`config.mk`:
```
export PLATFORM = sky130hd
export DESIGN_NAME = nearest_neighbor_plane_scaler_flat
export DESIGN_NICKNAME = d
export VERILOG_FILES = /design/src/hw/rtl/nnps_pkg.sv /design/src/hw/rtl/nnps_channels.sv /design/src/hw/rtl/nnps_csr.sv /design/src/hw/rtl/nnps_ctrl.sv /design/src/hw/rtl/nnps_datapath.sv /design/src/hw/rtl/nearest_neighbor_plane_scaler.sv /design/src/flat_wrapper.sv
export SDC_FILE = /design/constraint.sdc
export NUM_CORES = 1
export LEC_CHECK = 0
export BUFFER_PORTS_ARGS = -buffer_cell sky130_fd_sc_hd__buf_4
export CORE_AREA = 2 2 195 216
export DETAILED_ROUTE_END_ITERATION = 16
export DIE_AREA = 0 0 197 218
export GPL_TIMING_DRIVEN = 0
export PLACE_DENSITY = 0.77
export SYNTH_ARGS = -nofsm -noshare
export SYNTH_HDL_FRONTEND = slang
export SYNTH_SLANG_ARGS = --single-unit
```
`constraint.sdc`:
```
create_clock -name clock -period 11.15 [get_ports clock]
set_input_delay 1.115 -clock clock [delete_from_list [all_inputs] [get_ports clock]]
set_output_delay 1.115 -clock clock [all_outputs]
set_load 0.05 [all_outputs]
```
`src/hw/rtl/nnps_pkg.sv`:
```
// ----------------------------------------------------------------------------
// nnps_pkg
// Shared constants, register codes and control types of the plane scaler.
// ----------------------------------------------------------------------------
`default_nettype none

package nnps_pkg;

   localparam int MAX_DIM    = 4096;
   localparam int MAX_RATIO  = 8;
   localparam int DIM_W      = 13;
   localparam int CNT_W      = 12;
   localparam int ACC_W      = 25;
   localparam int RATIO_W    = 4;
   localparam int VALUE_W    = 8;
   localparam int CSR_DATA_W = 32;
   localparam int CSR_ADDR_W = 4;
   localparam int CSR_SEL_W  = 2;

   typedef enum logic [CSR_SEL_W-1:0] {
      CSR_SOURCE_WIDTH  = 2'd0,
      CSR_SOURCE_HEIGHT = 2'd1,
      CSR_TARGET_WIDTH  = 2'd2,
      CSR_TARGET_HEIGHT = 2'd3
   } csr_sel_type;

   typedef struct packed {
      logic [DIM_W-1:0] src_w;
      logic [DIM_W-1:0] src_h;
      logic [DIM_W-1:0] dst_w;
      logic [DIM_W-1:0] dst_h;
   } sizes_type;

   typedef struct packed {
      logic start;
      logic load_row_limit;
      logic row_step;
      logic load_col_limit;
      logic col_step;
      logic emit;
      logic finish;
   } dp_cmd_type;

   typedef struct packed {
      logic start_col_zero;
      logic row_more;
      logic col_more;
      logic out_free;
      logic emit_empty;
      logic emit_last;
   } dp_status_type;

   function automatic logic [DIM_W-1:0] eff_size(input logic [DIM_W-1:0] v);
      logic [DIM_W-1:0] r;
      r = v;
      if (v == '0) begin
         r = DIM_W'(1);
      end else if (v > DIM_W'(MAX_DIM)) begin
         r = DIM_W'(MAX_DIM);
      end
      return r;
   endfunction

endpackage

`default_nettype wire

```
`src/hw/rtl/nnps_channels.sv`:
```
// ----------------------------------------------------------------------------
// nnps_channels
// Valid/ready channels for source samples and produced samples.
// ----------------------------------------------------------------------------
`default_nettype none

interface nnps_req_if;
   import nnps_pkg::*;
   logic               valid;
   logic               ready;
   logic [VALUE_W-1:0] sample_value;

   modport source (output valid, output sample_value, input ready);
   modport sink   (input valid, input sample_value, output ready);
endinterface

interface nnps_rsp_if;
   import nnps_pkg::*;
   logic               valid;
   logic               ready;
   logic [CNT_W-1:0]   out_column;
   logic [CNT_W-1:0]   out_row;
   logic [VALUE_W-1:0] out_value;
   logic               run_last;
   logic               clipped;

   modport source (output valid, output out_column, output out_row, output out_value,
                   output run_last, output clipped, input ready);
   modport sink   (input valid, input out_column, input out_row, input out_value,
                   input run_last, input clipped, output ready);
endinterface

`default_nettype wire

```
`src/hw/rtl/nnps_csr.sv`:
```
// ----------------------------------------------------------------------------
// nnps_csr
// APB-style size registers with clamped effective sizes.
// ----------------------------------------------------------------------------
`default_nettype none

module nnps_csr
   import nnps_pkg::*;
(
   input  wire logic                  clock,
   input  wire logic                  reset,
   input  wire logic                  csr_psel,
   input  wire logic                  csr_penable,
   input  wire logic                  csr_pwrite,
   input  wire logic [CSR_ADDR_W-1:0] csr_paddr,
   input  wire logic [CSR_DATA_W-1:0] csr_pwdata,
   output logic      [CSR_DATA_W-1:0] csr_prdata,
   output logic                       csr_pready,
   output sizes_type                  sizes
);

   logic [DIM_W-1:0] src_w_ff, src_w_in;
   logic [DIM_W-1:0] src_h_ff, src_h_in;
   logic [DIM_W-1:0] dst_w_ff, dst_w_in;
   logic [DIM_W-1:0] dst_h_ff, dst_h_in;
   logic             wr_en;
   csr_sel_type      sel;
   logic [DIM_W-1:0] rd_val;

   assign wr_en = csr_psel && csr_penable && csr_pwrite;
   assign sel   = csr_sel_type'(csr_paddr[CSR_ADDR_W-1:CSR_ADDR_W-CSR_SEL_W]);

   always_comb begin
      src_w_in = src_w_ff;
      src_h_in = src_h_ff;
      dst_w_in = dst_w_ff;
      dst_h_in = dst_h_ff;
      rd_val   = src_w_ff;
      unique case (sel)
         CSR_SOURCE_WIDTH: begin
            rd_val = src_w_ff;
            if (wr_en) src_w_in = csr_pwdata[DIM_W-1:0];
         end
         CSR_SOURCE_HEIGHT: begin
            rd_val = src_h_ff;
            if (wr_en) src_h_in = csr_pwdata[DIM_W-1:0];
         end
         CSR_TARGET_WIDTH: begin
            rd_val = dst_w_ff;
            if (wr_en) dst_w_in = csr_pwdata[DIM_W-1:0];
         end
         CSR_TARGET_HEIGHT: begin
            rd_val = dst_h_ff;
            if (wr_en) dst_h_in = csr_pwdata[DIM_W-1:0];
         end
         default: begin
            rd_val = src_w_ff;
         end
      endcase
   end

   always_ff @(posedge clock) begin
      if (reset) begin
         src_w_ff <= DIM_W'(1);
         src_h_ff <= DIM_W'(1);
         dst_w_ff <= DIM_W'(1);
         dst_h_ff <= DIM_W'(1);
      end else begin
         src_w_ff <= src_w_in;
         src_h_ff <= src_h_in;
         dst_w_ff <= dst_w_in;
         dst_h_ff <= dst_h_in;
      end
   end

   assign csr_prdata  = CSR_DATA_W'(rd_val);
   assign csr_pready  = 1'b1;
   assign sizes.src_w = eff_size(src_w_ff);
   assign sizes.src_h = eff_size(src_h_ff);
   assign sizes.dst_w = eff_size(dst_w_ff);
   assign sizes.dst_h = eff_size(dst_h_ff);

endmodule

`default_nettype wire

```
`src/hw/rtl/nnps_ctrl.sv`:
```
// ----------------------------------------------------------------------------
// nnps_ctrl
// Sequencer: accept, row search, column search, word emission, advance.
// ----------------------------------------------------------------------------
`default_nettype none

module nnps_ctrl
   import nnps_pkg::*;
(
   input  wire logic          clock,
   input  wire logic          reset,
   input  wire logic          req_valid,
   output logic               req_ready,
   input  dp_status_type      status,
   output dp_cmd_type         cmd
);

   typedef enum logic [2:0] {
      ST_IDLE,
      ST_ROW_LIMIT,
      ST_ROW_STEP,
      ST_COL_LIMIT,
      ST_COL_STEP,
      ST_EMIT,
      ST_FINISH
   } state_type;

   state_type state_ff, state_in;

   always_comb begin
      state_in  = state_ff;
      cmd       = '0;
      req_ready = 1'b0;
      unique case (state_ff)
         ST_IDLE: begin
            req_ready = 1'b1;
            if (req_valid) begin
               cmd.start = 1'b1;
               state_in  = status.start_col_zero ? ST_ROW_LIMIT : ST_COL_LIMIT;
            end
         end
         ST_ROW_LIMIT: begin
            cmd.load_row_limit = 1'b1;
            state_in           = ST_ROW_STEP;
         end
         ST_ROW_STEP: begin
            if (status.row_more) begin
               cmd.row_step = 1'b1;
            end else begin
               state_in = ST_COL_LIMIT;
            end
         end
         ST_COL_LIMIT: begin
            cmd.load_col_limit = 1'b1;
            state_in           = ST_COL_STEP;
         end
         ST_COL_STEP: begin
            if (status.col_more) begin
               cmd.col_step = 1'b1;
            end else begin
               state_in = ST_EMIT;
            end
         end
         ST_EMIT: begin
            if (status.emit_empty) begin
               state_in = ST_FINISH;
            end else if (status.out_free) begin
               cmd.emit = 1'b1;
               if (status.emit_last) state_in = ST_FINISH;
            end
         end
         ST_FINISH: begin
            cmd.finish = 1'b1;
            state_in   = ST_IDLE;
         end
         default: begin
            state_in = ST_IDLE;
         end
      endcase
   end

   always_ff @(posedge clock) begin
      if (reset) begin
         state_ff <= ST_IDLE;
      end else begin
         state_ff <= state_in;
      end
   end

endmodule

`default_nettype wire

```
`src/hw/rtl/nnps_datapath.sv`:
```
// ----------------------------------------------------------------------------
// nnps_datapath
// Source counters, destination accumulators, limit multiplier, output word.
// ----------------------------------------------------------------------------
`default_nettype none

module nnps_datapath
   import nnps_pkg::*;
(
   input  wire logic                clock,
   input  wire logic                reset,
   input  sizes_type                sizes,
   input  dp_cmd_type               cmd,
   output dp_status_type            status,
   input  wire logic [VALUE_W-1:0]  req_sample,
   input  wire logic                rsp_ready,
   output logic                     rsp_valid,
   output logic      [CNT_W-1:0]    rsp_column,
   output logic      [CNT_W-1:0]    rsp_row,
   output logic      [VALUE_W-1:0]  rsp_value,
   output logic                     rsp_last,
   output logic                     rsp_clipped
);

   // persistent scan state
   logic [CNT_W-1:0]   src_col_ff, src_col_in;
   logic [CNT_W-1:0]   src_row_ff, src_row_in;
   logic [DIM_W-1:0]   next_col_ff, next_col_in;
   logic [ACC_W-1:0]   col_acc_ff, col_acc_in;
   logic [DIM_W-1:0]   row_first_ff, row_first_in;
   logic [RATIO_W-1:0] row_cnt_ff, row_cnt_in;
   logic [DIM_W-1:0]   next_row_ff, next_row_in;
   logic [ACC_W-1:0]   row_acc_ff, row_acc_in;
   // per-sample working state
   logic [VALUE_W-1:0] value_ff, value_in;
   logic [DIM_W-1:0]   first_col_ff, first_col_in;
   logic [RATIO_W-1:0] col_cnt_ff, col_cnt_in;
   logic               col_clip_ff, col_clip_in;
   logic [ACC_W-1:0]   limit_ff, limit_in;
   logic [RATIO_W-1:0] i_ff, i_in;
   logic [RATIO_W-1:0] j_ff, j_in;
   // output word
   logic               out_valid_ff, out_valid_in;
   logic [CNT_W-1:0]   out_col_ff, out_col_in;
   logic [CNT_W-1:0]   out_row_ff, out_row_in;
   logic [VALUE_W-1:0] out_value_ff, out_value_in;
   logic               out_last_ff, out_last_in;
   logic               out_clip_ff, out_clip_in;

   logic [CNT_W-1:0]     col_wrap, row_wrap;
   logic [DIM_W-1:0]     mul_a, mul_b;
   logic [2*DIM_W-1:0]   product;
   logic [DIM_W:0]       row_end;
   logic                 clip;
   logic [DIM_W-1:0]     col_next, row_next;

   assign col_wrap = (DIM_W'(src_col_ff) >= sizes.src_w) ? '0 : src_col_ff;
   assign row_wrap = (DIM_W'(src_row_ff) >= sizes.src_h) ? '0 : src_row_ff;

   assign mul_a   = cmd.load_row_limit ? DIM_W'(src_row_ff) + 1'b1
                                       : DIM_W'(src_col_ff) + 1'b1;
   assign mul_b   = cmd.load_row_limit ? sizes.dst_h : sizes.dst_w;
   assign product = mul_a * mul_b;

   assign row_end = (DIM_W+1)'(row_first_ff) + (DIM_W+1)'(row_cnt_ff);
   assign clip    = col_clip_ff || ((DIM_W+1)'(next_row_ff) > row_end);

   assign col_next = DIM_W'(src_col_ff) + 1'b1;
   assign row_next = DIM_W'(src_row_ff) + 1'b1;

   assign status.start_col_zero = (col_wrap == '0);
   assign status.row_more       = (next_row_ff < sizes.dst_h) && (row_acc_ff < limit_ff);
   assign status.col_more       = (next_col_ff < sizes.dst_w) && (col_acc_ff < limit_ff);
   assign status.out_free       = !out_valid_ff || rsp_ready;
   assign status.emit_empty     = (row_cnt_ff == '0) || (col_cnt_ff == '0);
   assign status.emit_last      = (i_ff + 1'b1 == row_cnt_ff) && (j_ff + 1'b1 == col_cnt_ff);

   always_comb begin
      src_col_in   = src_col_ff;
      src_row_in   = src_row_ff;
      next_col_in  = next_col_ff;
      col_acc_in   = col_acc_ff;
      row_first_in = row_first_ff;
      row_cnt_in   = row_cnt_ff;
      next_row_in  = next_row_ff;
      row_acc_in   = row_acc_ff;
      value_in     = value_ff;
      first_col_in = first_col_ff;
      col_cnt_in   = col_cnt_ff;
      col_clip_in  = col_clip_ff;
      limit_in     = limit_ff;
      i_in         = i_ff;
      j_in         = j_ff;
      out_col_in   = out_col_ff;
      out_row_in   = out_row_ff;
      out_value_in = out_value_ff;
      out_last_in  = out_last_ff;
      out_clip_in  = out_clip_ff;
      out_valid_in = rsp_ready ? 1'b0 : out_valid_ff;

      if (cmd.start) begin
         value_in     = req_sample;
         src_col_in   = col_wrap;
         src_row_in   = row_wrap;
         col_cnt_in   = '0;
         col_clip_in  = 1'b0;
         i_in         = '0;
         j_in         = '0;
         first_col_in = next_col_ff;
         if (col_wrap == '0) begin
            next_col_in  = '0;
            col_acc_in   = '0;
            first_col_in = '0;
            row_cnt_in   = '0;
            row_first_in = next_row_ff;
            if (row_wrap == '0) begin
               next_row_in  = '0;
               row_acc_in   = '0;
               row_first_in = '0;
            end
         end
      end

      if (cmd.load_row_limit || cmd.load_col_limit) begin
         limit_in = product[ACC_W-1:0];
      end

      if (cmd.row_step) begin
         next_row_in = next_row_ff + 1'b1;
         row_acc_in  = row_acc_ff + ACC_W'(sizes.src_h);
         if (row_cnt_ff != RATIO_W'(MAX_RATIO)) row_cnt_in = row_cnt_ff + 1'b1;
      end

      if (cmd.col_step) begin
         next_col_in = next_col_ff + 1'b1;
         col_acc_in  = col_acc_ff + ACC_W'(sizes.src_w);
         if (col_cnt_ff != RATIO_W'(MAX_RATIO)) begin
            col_cnt_in = col_cnt_ff + 1'b1;
         end else begin
            col_clip_in = 1'b1;
         end
      end

      if (cmd.emit) begin
         out_valid_in = 1'b1;
         out_col_in   = first_col_ff[CNT_W-1:0] + CNT_W'(j_ff);
         out_row_in   = row_first_ff[CNT_W-1:0] + CNT_W'(i_ff);
         out_value_in = value_ff;
         out_last_in  = status.emit_last;
         out_clip_in  = clip;
         if (j_ff + 1'b1 == col_cnt_ff) begin
            j_in = '0;
            i_in = i_ff + 1'b1;
         end else begin
            j_in = j_ff + 1'b1;
         end
      end

      if (cmd.finish) begin
         if (col_next >= sizes.src_w) begin
            src_col_in = '0;
            src_row_in = (row_next >= sizes.src_h) ? '0 : row_next[CNT_W-1:0];
         end else begin
            src_col_in = col_next[CNT_W-1:0];
         end
      end
   end

   always_ff @(posedge clock) begin
      if (reset) begin
         src_col_ff   <= '0;
         src_row_ff   <= '0;
         next_col_ff  <= '0;
         col_acc_ff   <= '0;
         row_first_ff <= '0;
         row_cnt_ff   <= '0;
         next_row_ff  <= '0;
         row_acc_ff   <= '0;
         out_valid_ff <= 1'b0;
      end else begin
         src_col_ff   <= src_col_in;
         src_row_ff   <= src_row_in;
         next_col_ff  <= next_col_in;
         col_acc_ff   <= col_acc_in;
         row_first_ff <= row_first_in;
         row_cnt_ff   <= row_cnt_in;
         next_row_ff  <= next_row_in;
         row_acc_ff   <= row_acc_in;
         out_valid_ff <= out_valid_in;
      end
   end

   always_ff @(posedge clock) begin
      value_ff     <= value_in;
      first_col_ff <= first_col_in;
      col_cnt_ff   <= col_cnt_in;
      col_clip_ff  <= col_clip_in;
      limit_ff     <= limit_in;
      i_ff         <= i_in;
      j_ff         <= j_in;
      out_col_ff   <= out_col_in;
      out_row_ff   <= out_row_in;
      out_value_ff <= out_value_in;
      out_last_ff  <= out_last_in;
      out_clip_ff  <= out_clip_in;
   end

   assign rsp_valid   = out_valid_ff;
   assign rsp_column  = out_col_ff;
   assign rsp_row     = out_row_ff;
   assign rsp_value   = out_value_ff;
   assign rsp_last    = out_last_ff;
   assign rsp_clipped = out_clip_ff;

endmodule

`default_nettype wire

```
`src/hw/rtl/nearest_neighbor_plane_scaler.sv`:
```
// ----------------------------------------------------------------------------
// nearest_neighbor_plane_scaler
// Streaming nearest-neighbor scaler for one 8-bit plane in raster order.
//
//   channel   dir   handshake       payload
//   req_chan  in    valid/ready     sample_value
//   rsp_chan  out   valid/ready     out_column, out_row, out_value, run_last,
//                                   clipped
//   csr_*     in    apb write/read  source/target width and height
//
// one sample at a time; per sample a limit load and a search through the
// destination rows (at source column 0 only), then a limit load and a search
// through the destination columns, stepped one per cycle by the accumulators,
// and then the results; results leave through an output register; rsp stalls hold the emitter
// the next sample is taken while the last result still waits in that register
// synchronous reset clears counters, accumulators and the output valid
// ----------------------------------------------------------------------------
`default_nettype none

module nearest_neighbor_plane_scaler
   import nnps_pkg::*;
(
   input  wire logic                  clock,
   input  wire logic                  reset,
   nnps_req_if.sink                   req_chan,
   nnps_rsp_if.source                 rsp_chan,
   input  wire logic                  csr_psel,
   input  wire logic                  csr_penable,
   input  wire logic                  csr_pwrite,
   input  wire logic [CSR_ADDR_W-1:0] csr_paddr,
   input  wire logic [CSR_DATA_W-1:0] csr_pwdata,
   output logic      [CSR_DATA_W-1:0] csr_prdata,
   output logic                       csr_pready
);

   sizes_type     sizes;
   dp_cmd_type    cmd;
   dp_status_type status;

   nnps_csr u_csr (
      .clock       (clock),
      .reset       (reset),
      .csr_psel    (csr_psel),
      .csr_penable (csr_penable),
      .csr_pwrite  (csr_pwrite),
      .csr_paddr   (csr_paddr),
      .csr_pwdata  (csr_pwdata),
      .csr_prdata  (csr_prdata),
      .csr_pready  (csr_pready),
      .sizes       (sizes)
   );

   nnps_ctrl u_ctrl (
      .clock     (clock),
      .reset     (reset),
      .req_valid (req_chan.valid),
      .req_ready (req_chan.ready),
      .status    (status),
      .cmd       (cmd)
   );

   nnps_datapath u_datapath (
      .clock       (clock),
      .reset       (reset),
      .sizes       (sizes),
      .cmd         (cmd),
      .status      (status),
      .req_sample  (req_chan.sample_value),
      .rsp_ready   (rsp_chan.ready),
      .rsp_valid   (rsp_chan.valid),
      .rsp_column  (rsp_chan.out_column),
      .rsp_row     (rsp_chan.out_row),
      .rsp_value   (rsp_chan.out_value),
      .rsp_last    (rsp_chan.run_last),
      .rsp_clipped (rsp_chan.clipped)
   );

endmodule

`default_nettype wire

```
`src/flat_wrapper.sv`:
```
// flat-port wrapper written by rule: the top's interface ports become plain ports
module nearest_neighbor_plane_scaler_flat import nnps_pkg::*;
  (clock, reset, csr_psel, csr_penable, csr_pwrite, csr_paddr, csr_pwdata, csr_prdata, csr_pready, req_chan_valid, req_chan_sample_value, req_chan_ready, rsp_chan_valid, rsp_chan_out_column, rsp_chan_out_row, rsp_chan_out_value, rsp_chan_run_last, rsp_chan_clipped, rsp_chan_ready);
  nnps_req_if req_chan_i ();
  nnps_rsp_if rsp_chan_i ();
  input  wire logic clock;
  input  wire logic reset;
  input  wire logic csr_psel;
  input  wire logic csr_penable;
  input  wire logic csr_pwrite;
  input  wire logic [CSR_ADDR_W-1:0] csr_paddr;
  input  wire logic [CSR_DATA_W-1:0] csr_pwdata;
  output logic      [CSR_DATA_W-1:0] csr_prdata;
  output logic csr_pready;
  input wire logic [$bits(req_chan_i.valid)-1:0] req_chan_valid;
  input wire logic [$bits(req_chan_i.sample_value)-1:0] req_chan_sample_value;
  output wire logic [$bits(req_chan_i.ready)-1:0] req_chan_ready;
  output wire logic [$bits(rsp_chan_i.valid)-1:0] rsp_chan_valid;
  output wire logic [$bits(rsp_chan_i.out_column)-1:0] rsp_chan_out_column;
  output wire logic [$bits(rsp_chan_i.out_row)-1:0] rsp_chan_out_row;
  output wire logic [$bits(rsp_chan_i.out_value)-1:0] rsp_chan_out_value;
  output wire logic [$bits(rsp_chan_i.run_last)-1:0] rsp_chan_run_last;
  output wire logic [$bits(rsp_chan_i.clipped)-1:0] rsp_chan_clipped;
  input wire logic [$bits(rsp_chan_i.ready)-1:0] rsp_chan_ready;
  assign req_chan_i.valid = req_chan_valid;
  assign req_chan_i.sample_value = req_chan_sample_value;
  assign req_chan_ready = req_chan_i.ready;
  assign rsp_chan_valid = rsp_chan_i.valid;
  assign rsp_chan_out_column = rsp_chan_i.out_column;
  assign rsp_chan_out_row = rsp_chan_i.out_row;
  assign rsp_chan_out_value = rsp_chan_i.out_value;
  assign rsp_chan_run_last = rsp_chan_i.run_last;
  assign rsp_chan_clipped = rsp_chan_i.clipped;
  assign rsp_chan_i.ready = rsp_chan_ready;
  nearest_neighbor_plane_scaler u_core (.clock(clock), .reset(reset), .req_chan(req_chan_i), .rsp_chan(rsp_chan_i), .csr_psel(csr_psel), .csr_penable(csr_penable), .csr_pwrite(csr_pwrite), .csr_paddr(csr_paddr), .csr_pwdata(csr_pwdata), .csr_prdata(csr_prdata), .csr_pready(csr_pready));
endmodule
```
==> reports/results.ini, run 1 <==
[timing]
period_share_pct = 75.98
setup_slack_ps = 2679
worstMarginPinSlew_ps = 1260
grt_setup_unrepaired = no
hold_viol_final = 0
finalSetupViolations = 0
relSlewSlack_pct = 15.92
min_period_ps = 8471
drv_slew = 0
fin_worst_skew_ps = 9.262
timing.setup.tns_ps = 0
max_freq_ghz = 0.1180

[cells_and_area]
nets = 3062
final_cell_mix = inv_1, nand2_1, ha_1
final_common_cell = inv_1
fillers = 3537
area_delta_synth_final_pct = 10.83
fin_cells = 3177
n_antenna_cell = 0
drive_above_1_share_pct = 7.113

[global_routing]
first_global_vias = 18801
antenna_found_initial = 0
grt_pass1_wl_um = 101300
grtUsageTotal_pct = 30.38
grt_overflow = 0
grt_max_degree = 37

[setup_path]
end_kind = flop
path_class = reg2reg
cp_data_required_time_ps = 11460
crit_fanout = 10
r2r_cells = 26
cp-start-kind = flop
reg2reg_slack_ps = 2680
worstSetupEndpoint = u_core.u_datapath.limit_ff[23]$_DFFE_PP_
worstReg2RegStart = u_core.u_ctrl.state_ff[0]$_SDFFE_PP0P_
cp-startpoint = u_core.u_ctrl.state_ff[0]$_SDFFE_PP0P_
r2r_end = u_core.u_datapath.limit_ff[23]$_DFFE_PP_
cp.arrival_ps = 8780

[floorplan]
start_util_pct = 54.31
dieArea_mm2 = 0.04295
rows = 78
die_w_um = 197
die_height_um = 218
core_area_mm2 = 0.04079
ioPinCount = 120

[clocking]
htreeDepth = 1
clkSlewWorstSetupHoldPaths_ps = 60
post_cts_buffers = 0
cts_made_buffers = 29
cts_sinks = 265
postCtsHoldBufs = 0
postCtsResizedCells = 0
clk_path_buf_depth = 3
clk_latency_ps = 570
cts_tree = yes
root_buffer = clkbuf_16

[power]
leakage_nw = 11.56
ir_worst_vdd_uv = 134.1
finalPower_mw = 2.452
p_per_area_mw_per_mm2 = 99.85

[placed_design]
portBuffers = 75
place_ws_ps = 2800
gp_congestion = 1.014
hpwl_um = 52260
placed_cells = 3124

[synth]
synth_edf_count = 83
syn_inst = 2510
ys.flop_type = dfxtp_1
seq_area_frac_synth_pct = 27.70
ys_warn_count = 0
synth_cell_types = 76
netlist_area_mm2 = 0.02215
async_flop_share_pct = 0
ys_ff_latch = 265
syn_avg_cell_area_um2 = 8.827

[routing]
firstDrtPassIters = 5
drt_wl_total_um = 65440
ant_nets = 0
vias_per_cell = 6.054
avgRoutedWirePerCell_um = 20.60
first_iter_violations = 1489
num_vias = 19234
drc_errors = 0

[status]
outcome = finished clean

[hold_path]
holdCritPathClass = reg2reg
holdPathStages = 0

[flow_run]
maxCapViolations = 0

registers in the layout, indices dropped and copies added, names as in the netlist, 4 cells and up, named ones only:
name / count
u_core.u_csr.dst_h_ff: 13
u_core.u_csr.dst_w_ff: 13
u_core.u_csr.src_h_ff: 13
u_core.u_csr.src_w_ff: 13
u_core.u_datapath.col_acc_ff: 25
u_core.u_datapath.col_cnt_ff: 4
u_core.u_datapath.first_col_ff: 12
u_core.u_datapath.i_ff: 4
u_core.u_datapath.j_ff: 4
u_core.u_datapath.limit_ff: 25
u_core.u_datapath.next_col_ff: 13
u_core.u_datapath.next_row_ff: 13
u_core.u_datapath.row_acc_ff: 25
u_core.u_datapath.row_first_ff: 13
u_core.u_datapath.rsp_column: 12
u_core.u_datapath.rsp_row: 12
u_core.u_datapath.rsp_value: 8
u_core.u_datapath.src_col_ff: 12
u_core.u_datapath.src_row_ff: 12
u_core.u_datapath.value_ff: 8
power by group:
group	switching, mW	total (mW)	internal (mW)	leakage [nW]
clock	0.422	1.11	0.690	0.522
sequential	0.0136	1.03	1.02	2.26
combinational	0.214	0.307	0.0921	8.78
total	0.651	2.45	1.80	11.6
worst max-delay path: stages, from the launching register on:
cell and delay, ps:
dfxtp_1 300, buf_2 210, nor2b_2 650, nand2b_1 250, clkbuf_1 350, mux2i_1 790
clkbuf_1 520, nand2_1 170, fa_1 560, inv_1 50, fa_1 500, inv_1 50
fa_1 470, inv_1 50, fa_1 530, inv_1 50, fa_1 520, inv_1 40
ha_1 240, o41ai_1 370, a21oi_1 70, o21a_1 140, o21a_1 240, a2111oi_0 600
o21bai_1 160, a21oi_1 190, xnor2_1 100
synthesized netlist by cell type, drive strengths merged, types with 12 or more instances:
cell | instances | area (um2)
mux2i | 48 | 480.5
a31oi | 20 | 125.1
nor3b | 15 | 112.6
and2 | 32 | 200.2
xnor2 | 66 | 578.1
buf | 42 | 246.5
nor4 | 19 | 118.9
o311ai | 12 | 105.1
a21oi | 125 | 629.4
o21ai | 81 | 405.4
o211ai | 14 | 110.1
inv | 283 | 1062
a22oi | 14 | 105.1
nand2 | 280 | 1051
o21a | 26 | 195.2
mux4 | 13 | 292.8
xor2 | 49 | 429.2
and3 | 44 | 275.3
clkbuf | 68 | 256.5
ha | 251 | 3141
nand2b | 25 | 156.4
or2 | 12 | 75.07
nor2 | 193 | 727.0
a21o | 51 | 382.9
edfxtp | 83 | 2492
nor3 | 38 | 190.2
nand3 | 104 | 520.5
dfxtp | 182 | 3643
fa | 125 | 2502
nor2b | 24 | 150.1
nand4 | 22 | 137.6
through the flow:
stage	instance area, um2	hold WS, ps	util (%)
6_report	24550	421.7	60.19
5_1_grt	24550	427.8	60.19
4_1_cts	24550	422.1	60.19
3_5_place_dp	23470	407.2	57.52
3_3_place_gp	23440	403.7	57.45
2_1_floorplan	22220	400.3	-
final cells by class:
class	instances	area (um2)	share of cell area, %
repair buffers	76	590.6	2.405
plain buffers	110	503.0	2.049
well taps	520	650.6	2.650
inverters	284	1066	4.342
multi-input cells	1869	14520	59.14
flip-flops and latches	265	6136	24.99
clock inverters	21	340.3	1.386
clock buffers	32	747.0	3.042
worst min path at each step:
| stage | startpoint | to |
|---|---|---|
| after detailed placement | u_core.u_datapath.value_ff[2]$_DFFE_PP_ | u_core.u_datapath.rsp_value[2]$_DFFE_PP_ |
| final | u_core.u_datapath.value_ff[2]$_DFFE_PP_ | u_core.u_datapath.rsp_value[2]$_DFFE_PP_ |
| after global placement | u_core.u_datapath.value_ff[5]$_DFFE_PP_ | u_core.u_datapath.rsp_value[5]$_DFFE_PP_ |
| after floorplan | u_core.u_datapath.value_ff[0]$_DFFE_PP_ | u_core.u_datapath.rsp_value[0]$_DFFE_PP_ |
| after global routing | u_core.u_datapath.value_ff[2]$_DFFE_PP_ | u_core.u_datapath.rsp_value[2]$_DFFE_PP_ |
| after CTS | u_core.u_datapath.value_ff[2]$_DFFE_PP_ | u_core.u_datapath.rsp_value[2]$_DFFE_PP_ |
layer usage:
layer	vias up	global-route usage, %	routed length [um]
li1	8904	-	-
met1	9272	36.14	24860
met2	837	49.94	30150
met3	221	5.336	5213
met4	0	21.35	5212
met5	-	0	0
cell families after synthesis:
family                   share of synthesized area [%]
XOR/XNOR                                         4.546
adder cells (fa/ha/maj)                          25.47
AO/OA/AOI/OAI                                    13.16
AND/OR/NAND/NOR                                  18.32
multiplexers                                     3.693
other                                          0.03390
flip-flops                                       27.70
buffers and inverters                            7.082
Power figures use the tool's default switching activity.
==> inputs of run 2 (changes only) <==
==> constraint.sdc (replaced) <==
create_clock -name clock -period 8.7 [get_ports clock]
set_input_delay 0.87 -clock clock [delete_from_list [all_inputs] [get_ports clock]]
set_output_delay 0.87 -clock clock [all_outputs]
set_load 0.05 [all_outputs]
==> run 2 against run 1 <==
Clock-buffer cell count did not move. Flip-flop and latch count is the same. First-iteration DRC count increased by 2.8%. Power rose by 28%. Design area about the same. Global-route usage did not move. Register-to-register slack worse by 2100 ps. Cell count unchanged. Worst setup slack worse by 2100 ps. Critical path depth decreased by 1. Sequential power rose by 28%.
==> reports/results.ini, run 2 (synthesis results as in run 1) <==
[cells_and_area]
reg_top3 = u_core.u_datapath.col_acc_ff (25), u_core.u_datapath.limit_ff (25), u_core.u_datapath.row_acc_ff (25)
final_util_pct = 60.21
fillers = 3535
nets = 3062
area_delta_synth_final_pct = 10.87
final_common_cell = inv_1
final_cell_mix = inv_1, nand2_1, ha_1
n_antenna_cell = 0
drive_above_1_share_pct = 7.151
fin_cells = 3177

[power]
p_per_area_mw_per_mm2 = 127.8
ir_worst_vdd_uv = 172.1
finalPower_mw = 3.140
leakage_nw = 11.57

[timing]
hold_viol_final = 0
fin_worst_skew_ps = 10.06
relSlewSlack_pct = 15.65
timing.setup.tns_ps = 0
drv_slew = 0
grt_setup_unrepaired = no
period_share_pct = 93.84
min_period_ps = 8164
finalSetupViolations = 0
max_freq_ghz = 0.1225
worstMarginPinSlew_ps = 1264

[flow_run]
maxCapViolations = 0

[clocking]
cts_sinks = 265
clk_path_buf_depth = 3
clk_latency_ps = 570
cts_tree = yes
htreeDepth = 1
root_buffer = clkbuf_16
post_cts_buffers = 0
cts_made_buffers = 29
clkSlewWorstSetupHoldPaths_ps = 60

[global_routing]
grt_pass1_wl_um = 101300
first_global_vias = 18801
antenna_found_initial = 0
grtUsageTotal_pct = 30.38
grt_max_degree = 37
grt_overflow = 0

[placed_design]
gp_congestion = 1.014
placed_cells = 3124
portBuffers = 75
hpwl_um = 52260

[setup_path]
crit_buf_inv = 8
cp_slowest_cell = mux2i_1
end_kind = flop
crit_fanout = 10
cp-start-kind = flop
path_delay_family = adder cells
cp.arrival_ps = 8480
path_class = reg2reg
slowest_delay_ps = 790
cp_data_required_time_ps = 9010

[floorplan]
ioPinCount = 120
start_util_pct = 54.31
die_w_um = 197
core_area_mm2 = 0.04079
dieArea_mm2 = 0.04295
die_height_um = 218
rows = 78

[routing]
vias_per_cell = 6.005
highest_layer = met4
drt_wl_total_um = 65220
firstDrtPassIters = 5
wl_met2_um = 30000
avgRoutedWirePerCell_um = 20.53
num_vias = 19079
drc_errors = 0
m1WireLength_um = 24630
routed-wl-met3_um = 5327
first_iter_violations = 1530
ant_nets = 0

[status]
outcome = finished clean

[hold_path]
holdCritPathClass = reg2reg

[run 2: layer usage]
metal  vias up  global-route usage, %
li1       8902                      -
met1      9161                  36.14
met2       800                  49.94
met3       216                  5.336
met4         0                  21.35
met5         -                      0
[run 2: final timing paths]
check	to	startpoint	slack, ps	depth (start not counted)
setup / recovery	u_core.u_datapath.limit_ff[23]$_DFFE_PP_	u_core.u_ctrl.state_ff[1]$_SDFFE_PP0P_	540	25
hold / removal	u_core.u_datapath.rsp_value[2]$_DFFE_PP_	u_core.u_datapath.value_ff[2]$_DFFE_PP_	420	0
setup reg to reg	u_core.u_datapath.limit_ff[23]$_DFFE_PP_	u_core.u_ctrl.state_ff[1]$_SDFFE_PP0P_	540	25
hold reg to reg	u_core.u_datapath.rsp_value[2]$_DFFE_PP_	u_core.u_datapath.value_ff[2]$_DFFE_PP_	420	0
[run 2: final cells by class]
class,count,area [um2],area share [%]
multi-input combinational,1869,14530,59.15
buffer,110,503.0,2.048
sequential,265,6136,24.98
timing repair buffer,76,590.6,2.404
inverter,284,1066,4.340
clock buffer,32,747.0,3.041
clock inverter,21,340.3,1.386
tap,520,650.6,2.649
[run 2: repair_timing]
item                       in CTS  in global routing
setup endpoints to repair       0                  1
resized for setup               0                  2
hold buffers                    0                  0
[run 2: through the flow]
stage | setup WS [ps] | instance area, um2 | hold WS, ps
after floorplan | 806.2 | 22220 | 400.3
after global placement | -995.4 | 23440 | 403.7
after detailed placement | 349.9 | 23470 | 407.2
after CTS | 324.5 | 24550 | 422.1
after global routing | 162.3 | 24560 | 427.8
final | 536.3 | 24560 | 421.5
[run 2: power by group]
| group | internal [mW] | total (mW) | switching, mW |
|---|---|---|---|
| Sequential | 1.31 | 1.32 | 0.0174 |
| Combinational | 0.119 | 0.393 | 0.274 |
| Clock | 0.884 | 1.42 | 0.540 |
| Total | 2.31 | 3.14 | 0.831 |
